<file path="src/rtl/core/carf_pkg.sv">
`default_nettype none
package carf_pkg;

    localparam int REGION_COUNT = 16;
    localparam int IDX_W        = (REGION_COUNT > 1) ? $clog2(REGION_COUNT) : 1;
    localparam logic [IDX_W-1:0] LAST_IDX = IDX_W'(REGION_COUNT - 1);

    localparam int ADDR_W   = 64;
    localparam int DEV_W    = 5;
    localparam int FLAGS_W  = 6;
    localparam int MASK_W   = 32;
    localparam int KIND_W   = 3;
    localparam int ENTRY_W  = 4;
    localparam int LINE_LSB = 6;
    localparam int EXCL_BIT = 2;

    localparam logic [KIND_W-1:0] KIND_READ_EXCL = 3'd1;
    localparam logic [KIND_W-1:0] KIND_WRITEBACK = 3'd2;
    localparam logic [KIND_W-1:0] KIND_REVOKE    = 3'd5;

    localparam logic [1:0] ST_I = 2'd0;
    localparam logic [1:0] ST_E = 2'd2;
    localparam logic [1:0] ST_M = 2'd3;

    typedef struct packed {
        logic               mode;
        logic [ENTRY_W-1:0] entry_index;
        logic [KIND_W-1:0]  txn_kind;
        logic [ADDR_W-1:0]  address;
        logic [DEV_W-1:0]   requester_id;
        logic [FLAGS_W-1:0] access_flags;
        logic [ADDR_W-1:0]  region_start_in;
        logic [ADDR_W-1:0]  region_end_in;
        logic [FLAGS_W-1:0] region_flags_in;
        logic [MASK_W-1:0]  device_mask_in;
        logic               exclusive_ok_in;
    } t_req;

    typedef struct packed {
        logic               allowed;
        logic [ADDR_W-1:0]  line_address;
        logic [1:0]         prior_state;
        logic [1:0]         next_state;
        logic [FLAGS_W-1:0] matched_flags;
    } t_res;

    typedef struct packed {
        logic               exclusive_ok;
        logic [MASK_W-1:0]  devices;
        logic [FLAGS_W-1:0] flags;
        logic [ADDR_W-1:0]  limit_addr;
        logic [ADDR_W-1:0]  base_addr;
    } t_entry;

    function automatic logic [1:0] prior_of(input logic [KIND_W-1:0] kind);
        logic [1:0] st;
        st = ST_I;
        if (kind == KIND_REVOKE) begin
            st = ST_E;
        end else if (kind == KIND_WRITEBACK) begin
            st = ST_M;
        end
        return st;
    endfunction

    function automatic logic [1:0] next_of(input logic [KIND_W-1:0] kind);
        return (kind == KIND_READ_EXCL) ? ST_E : ST_I;
    endfunction

endpackage
`default_nettype wire

</file>
<file path="src/rtl/core/carf_ram.sv">
`default_nettype none
module carf_ram #(
    parameter int WIDTH = 8,
    parameter int DEPTH = 16
) (
    input  wire logic                                          i_clk,
    input  wire logic                                          i_wr_en,
    input  wire logic [((DEPTH > 1) ? $clog2(DEPTH) : 1)-1:0]  i_wr_addr,
    input  wire logic [WIDTH-1:0]                              i_wr_data,
    input  wire logic                                          i_rd_en,
    input  wire logic [((DEPTH > 1) ? $clog2(DEPTH) : 1)-1:0]  i_rd_addr,
    output logic      [WIDTH-1:0]                              o_rd_data
);

    logic [WIDTH-1:0] r_mem [DEPTH];

    always_ff @(posedge i_clk) begin
        if (i_wr_en) begin
            r_mem[i_wr_addr] <= i_wr_data;
        end
        if (i_rd_en) begin
            o_rd_data <= r_mem[i_rd_addr];
        end
    end

endmodule
`default_nettype wire

</file>
<file path="src/rtl/core/carf_ctrl.sv">
`default_nettype none
module carf_ctrl (
    input  wire logic          i_clk,
    input  wire logic          i_rst_n,
    input  wire logic          i_req_valid,
    output logic               o_req_ready,
    input  wire carf_pkg::t_req i_req,
    output logic               o_res_valid,
    output carf_pkg::t_res     o_res,
    input  wire logic          i_res_take
);
    import carf_pkg::*;

    typedef enum logic [2:0] {
        S_IDLE = 3'b001,
        S_SCAN = 3'b010,
        S_DONE = 3'b100
    } t_state;

    t_state              r_state, n_state;
    t_res                r_res, n_res;
    logic [REGION_COUNT-1:0] r_valid;
    logic [IDX_W-1:0]    r_rd_idx, r_cmp_idx;
    logic                r_rd_done, r_cmp_live;
    logic [ADDR_W-1:0]   r_line;
    logic [DEV_W-1:0]    r_dev;
    logic                r_excl;
    logic [KIND_W-1:0]   r_kind;

    logic                accept, screen, wr_en, rd_en, present, deny;
    logic [ADDR_W-1:0]   line;
    logic [IDX_W-1:0]    wr_addr;
    logic [$bits(t_entry)-1:0] rd_data;
    t_entry              ent, wr_ent;

    assign accept  = i_req_valid && (r_state == S_IDLE);
    assign line    = {i_req.address[ADDR_W-1:LINE_LSB], LINE_LSB'(0)};
    assign screen  = (i_req.txn_kind == KIND_READ_EXCL) || i_req.access_flags[EXCL_BIT];
    assign wr_en   = accept && i_req.mode && (32'(i_req.entry_index) < REGION_COUNT);
    assign wr_addr = IDX_W'(i_req.entry_index);
    assign rd_en   = (r_state == S_SCAN) && !r_rd_done;

    always_comb begin
        wr_ent.base_addr    = i_req.region_start_in;
        wr_ent.limit_addr   = i_req.region_end_in;
        wr_ent.flags        = i_req.region_flags_in;
        wr_ent.devices      = i_req.device_mask_in;
        wr_ent.exclusive_ok = i_req.exclusive_ok_in;
    end

    carf_ram #(
        .WIDTH($bits(t_entry)),
        .DEPTH(REGION_COUNT)
    ) u_table (
        .i_clk    (i_clk),
        .i_wr_en  (wr_en),
        .i_wr_addr(wr_addr),
        .i_wr_data(wr_ent),
        .i_rd_en  (rd_en),
        .i_rd_addr(r_rd_idx),
        .o_rd_data(rd_data)
    );

    assign ent     = t_entry'(rd_data);
    assign present = r_valid[r_cmp_idx] && (ent.base_addr != '0)
                     && (r_line >= ent.base_addr) && (r_line < ent.limit_addr);
    assign deny    = ((ent.devices != '0) && !ent.devices[r_dev])
                     || (r_excl && !ent.exclusive_ok);

    always_comb begin
        n_state = r_state;
        n_res   = r_res;
        unique case (r_state)
            S_IDLE: begin
                if (accept) begin
                    if (i_req.mode) begin
                        n_res         = '0;
                        n_res.allowed = 1'b1;
                        n_state       = S_DONE;
                    end else if (screen) begin
                        n_state = S_SCAN;
                    end else begin
                        n_res.allowed       = 1'b1;
                        n_res.line_address  = line;
                        n_res.prior_state   = prior_of(i_req.txn_kind);
                        n_res.next_state    = next_of(i_req.txn_kind);
                        n_res.matched_flags = '0;
                        n_state             = S_DONE;
                    end
                end
            end
            S_SCAN: begin
                if (r_cmp_live && (present || (r_cmp_idx == LAST_IDX))) begin
                    n_res.line_address = r_line;
                    if (present && deny) begin
                        n_res.allowed       = 1'b0;
                        n_res.prior_state   = ST_I;
                        n_res.next_state    = ST_I;
                        n_res.matched_flags = '0;
                    end else begin
                        n_res.allowed       = 1'b1;
                        n_res.prior_state   = prior_of(r_kind);
                        n_res.next_state    = next_of(r_kind);
                        n_res.matched_flags = present ? ent.flags : '0;
                    end
                    n_state = S_DONE;
                end
            end
            S_DONE: begin
                if (i_res_take) begin
                    n_state = S_IDLE;
                end
            end
            default: n_state = S_IDLE;
        endcase
    end

    always_ff @(posedge i_clk) begin
        if (!i_rst_n) begin
            r_state    <= S_IDLE;
            r_valid    <= '0;
            r_rd_done  <= 1'b1;
            r_cmp_live <= 1'b0;
        end else begin
            r_state <= n_state;
            if (wr_en) begin
                r_valid[wr_addr] <= 1'b1;
            end
            if (r_state == S_SCAN) begin
                r_cmp_live <= !r_rd_done;
                if (r_rd_idx == LAST_IDX) begin
                    r_rd_done <= 1'b1;
                end
            end else begin
                r_cmp_live <= 1'b0;
                r_rd_done  <= !(accept && !i_req.mode && screen);
            end
        end
    end

    always_ff @(posedge i_clk) begin
        r_res <= n_res;
        if (accept) begin
            r_line   <= line;
            r_dev    <= i_req.requester_id;
            r_excl   <= i_req.access_flags[EXCL_BIT];
            r_kind   <= i_req.txn_kind;
            r_rd_idx <= '0;
        end else if (rd_en) begin
            r_cmp_idx <= r_rd_idx;
            if (r_rd_idx != LAST_IDX) begin
                r_rd_idx <= r_rd_idx + 1'b1;
            end
        end
    end

    assign o_req_ready = (r_state == S_IDLE);
    assign o_res_valid = (r_state == S_DONE);
    assign o_res       = r_res;

    a_write_done: assert property (@(posedge i_clk) disable iff (!i_rst_n)
        (accept && i_req.mode) |=> (r_state == S_DONE && r_res.allowed))
        else $error("table write did not complete in one cycle");

    a_deny_clean: assert property (@(posedge i_clk) disable iff (!i_rst_n)
        (r_state == S_DONE && !r_res.allowed) |->
        (r_res.prior_state == ST_I && r_res.next_state == ST_I && r_res.matched_flags == '0))
        else $error("denied request carries state or flags");

    a_cmp_order: assert property (@(posedge i_clk) disable iff (!i_rst_n)
        (r_state == S_SCAN && r_cmp_live) |-> (r_cmp_idx == $past(r_rd_idx)))
        else $error("compared entry is not the one read last cycle");

    a_hold_done: assert property (@(posedge i_clk) disable iff (!i_rst_n)
        (r_state == S_DONE && !i_res_take) |=> (r_state == S_DONE && $stable(r_res)))
        else $error("result dropped before it was taken");

endmodule
`default_nettype wire

</file>
<file path="src/rtl/core/coherence_access_region_firewall_top.sv">
// A table write or an unscreened check puts its result in the result register, and the output
// register then takes it and raises m_tvalid. A screened check reads one region entry per cycle
// from the table memory in index order and stops at the first matching entry or the last one.
// A new request is accepted only after the previous result has moved into the output register.
// Reset clears the entry valid bits, so every region reads as empty; no clearing pass runs.
// The output register holds a result while the next request is accepted.
`default_nettype none
module coherence_access_region_firewall_top (
    input  wire logic         i_clk,
    input  wire logic         i_rst_n,
    input  wire logic         s_tvalid,
    output logic              s_tready,
    // entry_index, txn_kind, address, requester_id, access_flags, region_start_in,
    // region_end_in, region_flags_in, device_mask_in, exclusive_ok_in, zero pad
    input  wire logic [255:0] s_tdata,
    // mode
    input  wire logic         s_tuser,
    output logic              m_tvalid,
    input  wire logic         m_tready,
    // allowed, line_address, prior_state, next_state, matched_flags, zero pad
    output logic [79:0]       m_tdata
);
    import carf_pkg::*;

    t_req  req;
    t_res  res;
    t_res  r_out;
    logic  r_out_valid;
    logic  res_valid, take;

    always_comb begin
        req.mode            = s_tuser;
        req.entry_index     = s_tdata[3:0];
        req.txn_kind        = s_tdata[6:4];
        req.address         = s_tdata[70:7];
        req.requester_id    = s_tdata[75:71];
        req.access_flags    = s_tdata[81:76];
        req.region_start_in = s_tdata[145:82];
        req.region_end_in   = s_tdata[209:146];
        req.region_flags_in = s_tdata[215:210];
        req.device_mask_in  = s_tdata[247:216];
        req.exclusive_ok_in = s_tdata[248];
    end

    carf_ctrl u_ctrl (
        .i_clk      (i_clk),
        .i_rst_n    (i_rst_n),
        .i_req_valid(s_tvalid),
        .o_req_ready(s_tready),
        .i_req      (req),
        .o_res_valid(res_valid),
        .o_res      (res),
        .i_res_take (take)
    );

    assign take = res_valid && (!r_out_valid || m_tready);

    always_ff @(posedge i_clk) begin
        if (!i_rst_n) begin
            r_out_valid <= 1'b0;
        end else if (take) begin
            r_out_valid <= 1'b1;
        end else if (m_tready) begin
            r_out_valid <= 1'b0;
        end
    end

    always_ff @(posedge i_clk) begin
        if (take) begin
            r_out <= res;
        end
    end

    assign m_tvalid = r_out_valid;
    assign m_tdata  = {5'd0, r_out.matched_flags, r_out.next_state, r_out.prior_state,
                       r_out.line_address, r_out.allowed};

endmodule
`default_nettype wire

</file>
<file path="config.mk">
export PLATFORM = sky130hd
export DESIGN_NAME = coherence_access_region_firewall_top
export DESIGN_NICKNAME = d
export VERILOG_FILES = /design/src/rtl/core/carf_pkg.sv /design/src/rtl/core/carf_ram.sv /design/src/rtl/core/carf_ctrl.sv /design/src/rtl/core/coherence_access_region_firewall_top.sv
export SDC_FILE = /design/constraint.sdc
export NUM_CORES = 2
export LEC_CHECK = 0
export BUFFER_PORTS_ARGS = -buffer_cell sky130_fd_sc_hd__buf_2
export CAP_MARGIN = 20
export CORE_ASPECT_RATIO = 0.9
export CORE_MARGIN = 4
export CORE_UTILIZATION = 32
export CTS_CLUSTER_DIAMETER = 120
export DETAILED_ROUTE_END_ITERATION = 10
export SETUP_SLACK_MARGIN = 0.5
export SKIP_CTS_REPAIR_TIMING = 1
export SYNTH_ARGS = -nofsm -noshare
export SYNTH_HDL_FRONTEND = slang
export SYNTH_HIERARCHICAL = 1
export SYNTH_SLANG_ARGS = --single-unit
</file>
<file path="constraint.sdc">
create_clock -name i_clk -period 19.7 [get_ports i_clk]
set_input_delay 1.97 -clock i_clk [delete_from_list [all_inputs] [get_ports i_clk]]
set_output_delay 1.97 -clock i_clk [all_outputs]
set_load 0.005 [all_outputs]
</file>
Word level (Yosys, flattened, before mapping)
Memory sizes are Yosys's and may differ from the RTL's. A register that Yosys moved wholly into a read port is not among the register bits.
Index checks and enable logic that the tools add are counted.
{ "classes": {"addsub": 1, "multipliers": 0, "div": 0, "order_cmp": 6, "eq_ne": 17, "shifts": 0, "n_mux": 32, "bitwise": 2, "reduce_logical": 33} }
{ "ops": {"columns": ["operator", "n"], "rows": [
  ["two-way mux 75 bit", 4],
  ["one-hot mux 75 bit (2 select lines)", 1],
  [">= comparator 64 bit", 1],
  ["less-than comparator 64 bit", 1],
  ["nonzero test 64 bit", 1],
  ["nonzero test 32 bit", 1],
  ["bitwise OR 16 bit", 1],
  ["two-way mux 3 bit", 5],
  ["logical AND 1 bit", 14],
  ["two-way mux 2 bit", 6],
  ["less-than comparator 4 x 5 -> 1 bit, second input constant", 2],
  ["two-way mux 1 bit", 10],
  ["two-way mux 10 bit", 1],
  ["== test 3 x 1 -> 1 bit, second input constant", 3],
  ["== test 3 x 2 -> 1 bit, second input constant", 3],
  ["== test 3 bit, second input constant", 3],
  ["one-hot mux 3 bit (3 select lines)", 1],
  ["== test 4 bit, second input constant", 2],
  ["logical NOT 1 bit", 6],
  ["less-than comparator 5 x 6 -> 1 bit, second input constant", 1],
  ["two-way mux 6 bit", 1],
  ["!= test 2 x 1 -> 1 bit, second input constant", 3],
  ["AND reduction 2 bit", 3],
  ["binary-select mux 1 bit (select 5 bit)", 1],
  ["12 further kinds", 16]
]} }
{ "totals": {"regBits": 247, "latchBits": 0, "mem_bits_rw": 2672, "rom_bits": 0, "in_bits": 261, "out_inout_bits": 82, "word_cells": 113, "mem_count": 1} }
{ "memory_table": {"columns": ["memory", "words", "word_bits", "read_ports", "rd_ports_with_merged_regs", "write_ports", "line_no", "rtl"], "rows": [
  ["u_ctrl.u_table.r_mem", 16, 167, 1, 1, 1, "carf_ram.sv:15", "logic [WIDTH-1:0] r_mem [DEPTH];"]
]} }

Logic depth before layout (Yosys ltp)
{ "depth": {"word_depth": 9, "ltp_mapped": 10, "ltp_nobuf": 9} }

By module
The synthesis kept the hierarchy.
{ "by_module_without_submodules": {"columns": ["mod", "instances", "cells_per_inst", "area_per_inst_um2", "seq_area_each_um2"], "rows": [
  ["carf_ram", 1, 4371, 105502.4, 85251.8],
  ["carf_ctrl", 1, 951, 9947.0, 4674.5],
  ["coherence_access_region_firewall_top", 1, 85, 2341.0, 2272.2]
]} }

Worst setup path before layout
Ideal clock, no wire load.
{ "synth_path": {"path_kind": "input to register", "start": "input port s_tvalid", "end": "memory u_ctrl/u_table/r_mem[0][0] (netlist name) (enable)", "setup_ns": 0.901, "arrival_ns": 16.452, "required_ns": 18.799, "setup_slack_ns": 2.347, "cell_stages": 6, "n_path_buf": 1, "cell_sequence": "and2_1 clkbuf_1 nand2_1 inv_1 or3b_2 nor3_1"} }
{ "synth_between": {"elab_chain_cells": 4} }
{ "synth_rtl": {"columns": ["element", "line_no", "rtl"], "rows": [
  ["start, declared", "coherence_access_region_firewall_top.sv:11", "input wire logic s_tvalid,"],
  ["logical AND 1 bit", "carf_ctrl.sv:36", "assign accept = i_req_valid && (r_state == S_IDLE);"],
  ["named net u_ctrl.accept", "carf_ctrl.sv:30", "logic accept, screen, wr_en, rd_en, present, deny;"],
  ["logical AND 1 bit", "carf_ctrl.sv:39", "assign wr_en = accept && i_req.mode && (32'(i_req.entry_index) < REGION_COUNT);"],
  ["named net u_ctrl.wr_en", "carf_ctrl.sv:30", null],
  ["two-way mux 1 bit", "carf_ram.sv:18", "if (i_wr_en) begin"],
  ["two-way mux 1 bit (not written as such)", "carf_ram.sv:19", "r_mem[i_wr_addr] <= i_wr_data;"],
  ["end, declared", "carf_ram.sv:15", null]
]} }
The timed path passes the listed nets, and every way through them passes these cells.

Final worst setup path
{ "layout_path": {"start": "input port s_tuser", "end": "memory u_ctrl/u_table/r_mem[10][55] (netlist name) (enable)"} }
{ "layout_between": {"elab_chain_cells": 3} }
{ "layout_rtl": {"columns": ["element", "line_no", "rtl"], "rows": [
  ["start, declared", "coherence_access_region_firewall_top.sv:17", "input wire logic s_tuser,"],
  ["logical AND 1 bit", "carf_ctrl.sv:39", null],
  ["named net u_ctrl.wr_en", "carf_ctrl.sv:30", null],
  ["two-way mux 1 bit", "carf_ram.sv:18", null],
  ["two-way mux 1 bit (not written as such)", "carf_ram.sv:19", null]
]} }
The timed path passes the listed nets, and every way through them passes these cells.

==> summary.txt <==
Outcome
  • Status: completed

Worst hold path
  • Hold Path Class: reg -> reg

Synthesis
  • #FFs+latches synth: between 3000 and 4000
  • Gate Count Post-Synth: around 5400
  • Ys flop type: edfxtp_1
  • Unique cell type count in the Yosys netlist: between 60 and 70
  • Async SR Flop Fraction: 0%
  • Syn Area/Cell: 21.78 um2
  • Mapped Area: about 120000 um2
  • Number of synthesized flops with an enable pin: about 3000
  • Synth Warn #: 6
  • Sequential fraction of the synthesis area: around four fifths

Placed design
  • GP Congestion: between 0.8 and 0.9
  • DP HPWL: 180700 um
  • Place WS: between 10 and 15 ns
  • Post-DP Area: 125300 um2
  • # port buffers: roughly 320

Clock network
  • Longest Clk Path Bufs: 4
  • Clock transition at path regs: 0.06 ns
  • TritonCTS clock tree: done
  • Clk Latency, worst-skew pair: 0.87 ns
  • Cts bufs inserted: approximately 300
  • H-tree Lvls: 5
  • Root Driver: clkbuf_16
  • # clock sinks: about 3100

Global routing
  • Global-route wire length before repair: between 400000 and 500000 um
  • Initial antenna violation count: between 100 and 150
  • Total GRT Usage: between 10% and 20%
  • Global route overflow: 0
  • Vias in the first global route: 57800
  • Largest net degree at the start of global routing: between 100 and 150

STA
  • Setup TNS Final: 0 ns
  • Worst-Margin Slew: roughly 1.1 ns
  • Fmax: between 0.15 and 0.2 GHz
  • Fin. Hold Viols: 0
  • RSZ-0062 raised after global routing: false
  • Setup violations, final: 0
  • Skew final: 0.03713 ns
  • Minimum hold slack: ~0.4 ns
  • Fin. max-slew vios: 0
  • Min Tclk post-route: roughly 6.3 ns
  • Slew HR: between 20 and 30%
  • Final worst-path setup slack: between 10 and 15 ns
  • Period utilization: 32.19%

Die
  • FP Rows: 211
  • Core area: 366700 um2
  • Die height: 583.6 um
  • Io pins: about 340
  • DIE WIDTH: ~650 um
  • Die area: 377900 um2
  • Initial Util: 32.12%

Power
  • Max VDD drop: around 0.065 mV
  • Leakage: ~42 nW
  • PD cells: between 90 and 100 nW/um2

Finish
  • Highest-count cells in the layout ignoring fill and taps: edfxtp_1 (3053), mux4_2 (635), buf_2 (319)
  • Final Cell Area: between 100000 and 150000 um2
  • Layout cells sized above 1: 26.42%
  • Final Util: 36.82%
  • Final Net Count: ~6300
  • P&R area growth vs syn: 14.64%
  • Most common cell after layout, fill and taps aside: edfxtp_1

Setup path
  • R2r startpoint: u_ctrl/r_state[1]$_SDFFE_PN0P_
  • Worst r2r dst: u_ctrl/u_table/r_mem[10][55]$_DFFE_PP_
  • Critical Path Start Type: input port
  • Worst Path Required: a little over 20 ns
  • Crit path from: s_tuser
  • CP max FO: 62
  • Setup CP Type: in -> reg
  • CP Data Arrival Time: approximately 7 ns
  • R2R setup slack: between 10 and 15 ns
  • Crit end category: flip-flop
  • Critical Path Sink: u_ctrl/u_table/r_mem[10][55]$_DFFE_PP_
  • R2R depth: 11

Routing
  • Met2 wire length: ~160000 um
  • Routed Antenna Nets: 0
  • Final wirelength: approximately 310000 um
  • 1st-pass router iterations: 5
  • Wire length per cell: between 20 and 30 um
  • Routed via count: roughly 57000
  • Met1 WL: around 120000 um
  • DRC viols: 0
  • 1st-iter DRT viols: roughly 5500
  • Vias/cell: 5.152
  • Met3 wire length: 22910 um
  • Top Layer Used: met5

Job
  • Total of max-cap violations: 0
[worst max-delay path, stage by stage]
cell	delay [ns]
buf_2	0.07
buf_4	0.56
nand2_1	0.32
inv_1	0.26
nand3b_1	0.33
nor2_4	0.90
buf_4	0.74
buf_4	0.74
buf_4	0.72
[cells in the mapped netlist, drive strengths merged, types with 3 or more instances]
library cell / count / area share (%)
a211oi: 4 / 0.025
a21o: 26 / 0.17
a21oi: 40 / 0.17
a221o: 5 / 0.044
a221oi: 25 / 0.19
a22oi: 281 / 1.8
and2: 6 / 0.032
and4: 7 / 0.052
buf: 176 / 1.0
clkbuf: 95 / 0.30
dfxtp: 26 / 0.44
edfxtp: 3053 / 78
ha: 117 / 1.2
inv: 125 / 0.40
mux2: 86 / 0.82
mux2i: 37 / 0.31
mux4: 635 / 12
nand2: 265 / 0.84
nand2b: 28 / 0.15
nand3: 15 / 0.064
nand3b: 64 / 0.41
nand4: 26 / 0.14
nor2: 51 / 0.16
nor2b: 39 / 0.21
nor3: 19 / 0.081
nor4: 31 / 0.16
o21a: 13 / 0.083
o21ai: 33 / 0.14
o221ai: 28 / 0.21
o22a: 9 / 0.067
o31ai: 3 / 0.023
or2: 6 / 0.032
or4: 3 / 0.022
[layout make-up]
cell class	instances	area [um2]
timing repair buffer	437	2690
tap	4899	6130
clock buffer	382	8113
fill	33050	231700
antenna	48	120.1
sequential	3079	92210
multi-input combinational	1942	23820
clock inverter	158	1480
inverter	125	469.2
[flip-flops by register name, summed over array words and instances, names as in the netlist]
| signal | flops |
|---|---|
| m_tvalid | 1 |
| u_ctrl/r_valid | 16 |
| u_ctrl/r_rd_done | 1 |
| u_ctrl/r_state | 3 |
| u_ctrl/r_dev | 5 |
| u_ctrl/r_rd_idx | 4 |
| u_ctrl/r_excl | 1 |
| u_ctrl/u_table/o_rd_data | 167 |
| m_tdata | 75 |
| u_ctrl/r_cmp_live | 1 |
| u_ctrl/r_kind | 3 |
| u_ctrl/r_cmp_idx | 4 |
| u_ctrl/r_line | 58 |
| u_ctrl/o_res | 68 |
| u_ctrl/u_table/r_mem | 2672 |
[how the worst min path moves through the flow]
stage	cells after the start	endpoint	slack, ns	startpoint
floorplan	0	m_tdata[0]$_DFFE_PP_	0.40	u_ctrl/o_res[74]$_SDFFCE_PN1P_
global placement	0	m_tdata[68]$_DFFE_PP_	0.40	u_ctrl/o_res[7]$_DFFE_PP_
detailed placement	0	m_tdata[18]$_DFFE_PP_	0.40	u_ctrl/o_res[27]$_DFFE_PP_
CTS	0	m_tdata[49]$_DFFE_PP_	0.41	u_ctrl/o_res[58]$_DFFE_PP_
global route	0	m_tdata[49]$_DFFE_PP_	0.42	u_ctrl/o_res[58]$_DFFE_PP_
finish	0	m_tdata[54]$_DFFE_PP_	0.41	u_ctrl/o_res[63]$_DFFE_PP_
[kinds of logic (layout without fill, tap and decap cells)]
group | after synthesis | in the layout | share of synthesized area [%]
muxes | 758 | 758 | 13.28
buffers and inverters | 396 | 1102 | 1.708
xor gates and xnor gates | 2 | 2 | 0.01487
and+or+nand+nor | 569 | 569 | 2.430
other | 2 | 60 | 0.006376
AOI/OAI and AO/OA | 484 | 484 | 3.046
adders and majority gates | 117 | 117 | 1.243
DFF | 3079 | 3079 | 78.27
[report_power, final]
part           internal [W]  leakage (nW)  switching, W
Sequential          0.00730          27.8     0.0000644
Clock               0.00324          4.66       0.00240
Combinational     0.0000862          9.47      0.000216
Total                0.0106          41.9       0.00268
[through the flow]
step | total power [W] | std cells
after global placement | 0.007792 | 10480
after floorplan | 0.007608 | 5417
after detailed placement | 0.007809 | 10480
final | 0.01331 | 11070
after CTS | 0.01344 | 11020
after global routing | 0.01375 | 11040
[per-layer routing]
metal / vias up / GRT usage [%]
li1: 23620 / -
met1: 30610 / 20.28
met2: 2179 / 27.68
met3: 575 / 3.813
met4: 48 / 5.875
met5: - / 0
No activity file was read; power rests on OpenSTA's default activity.
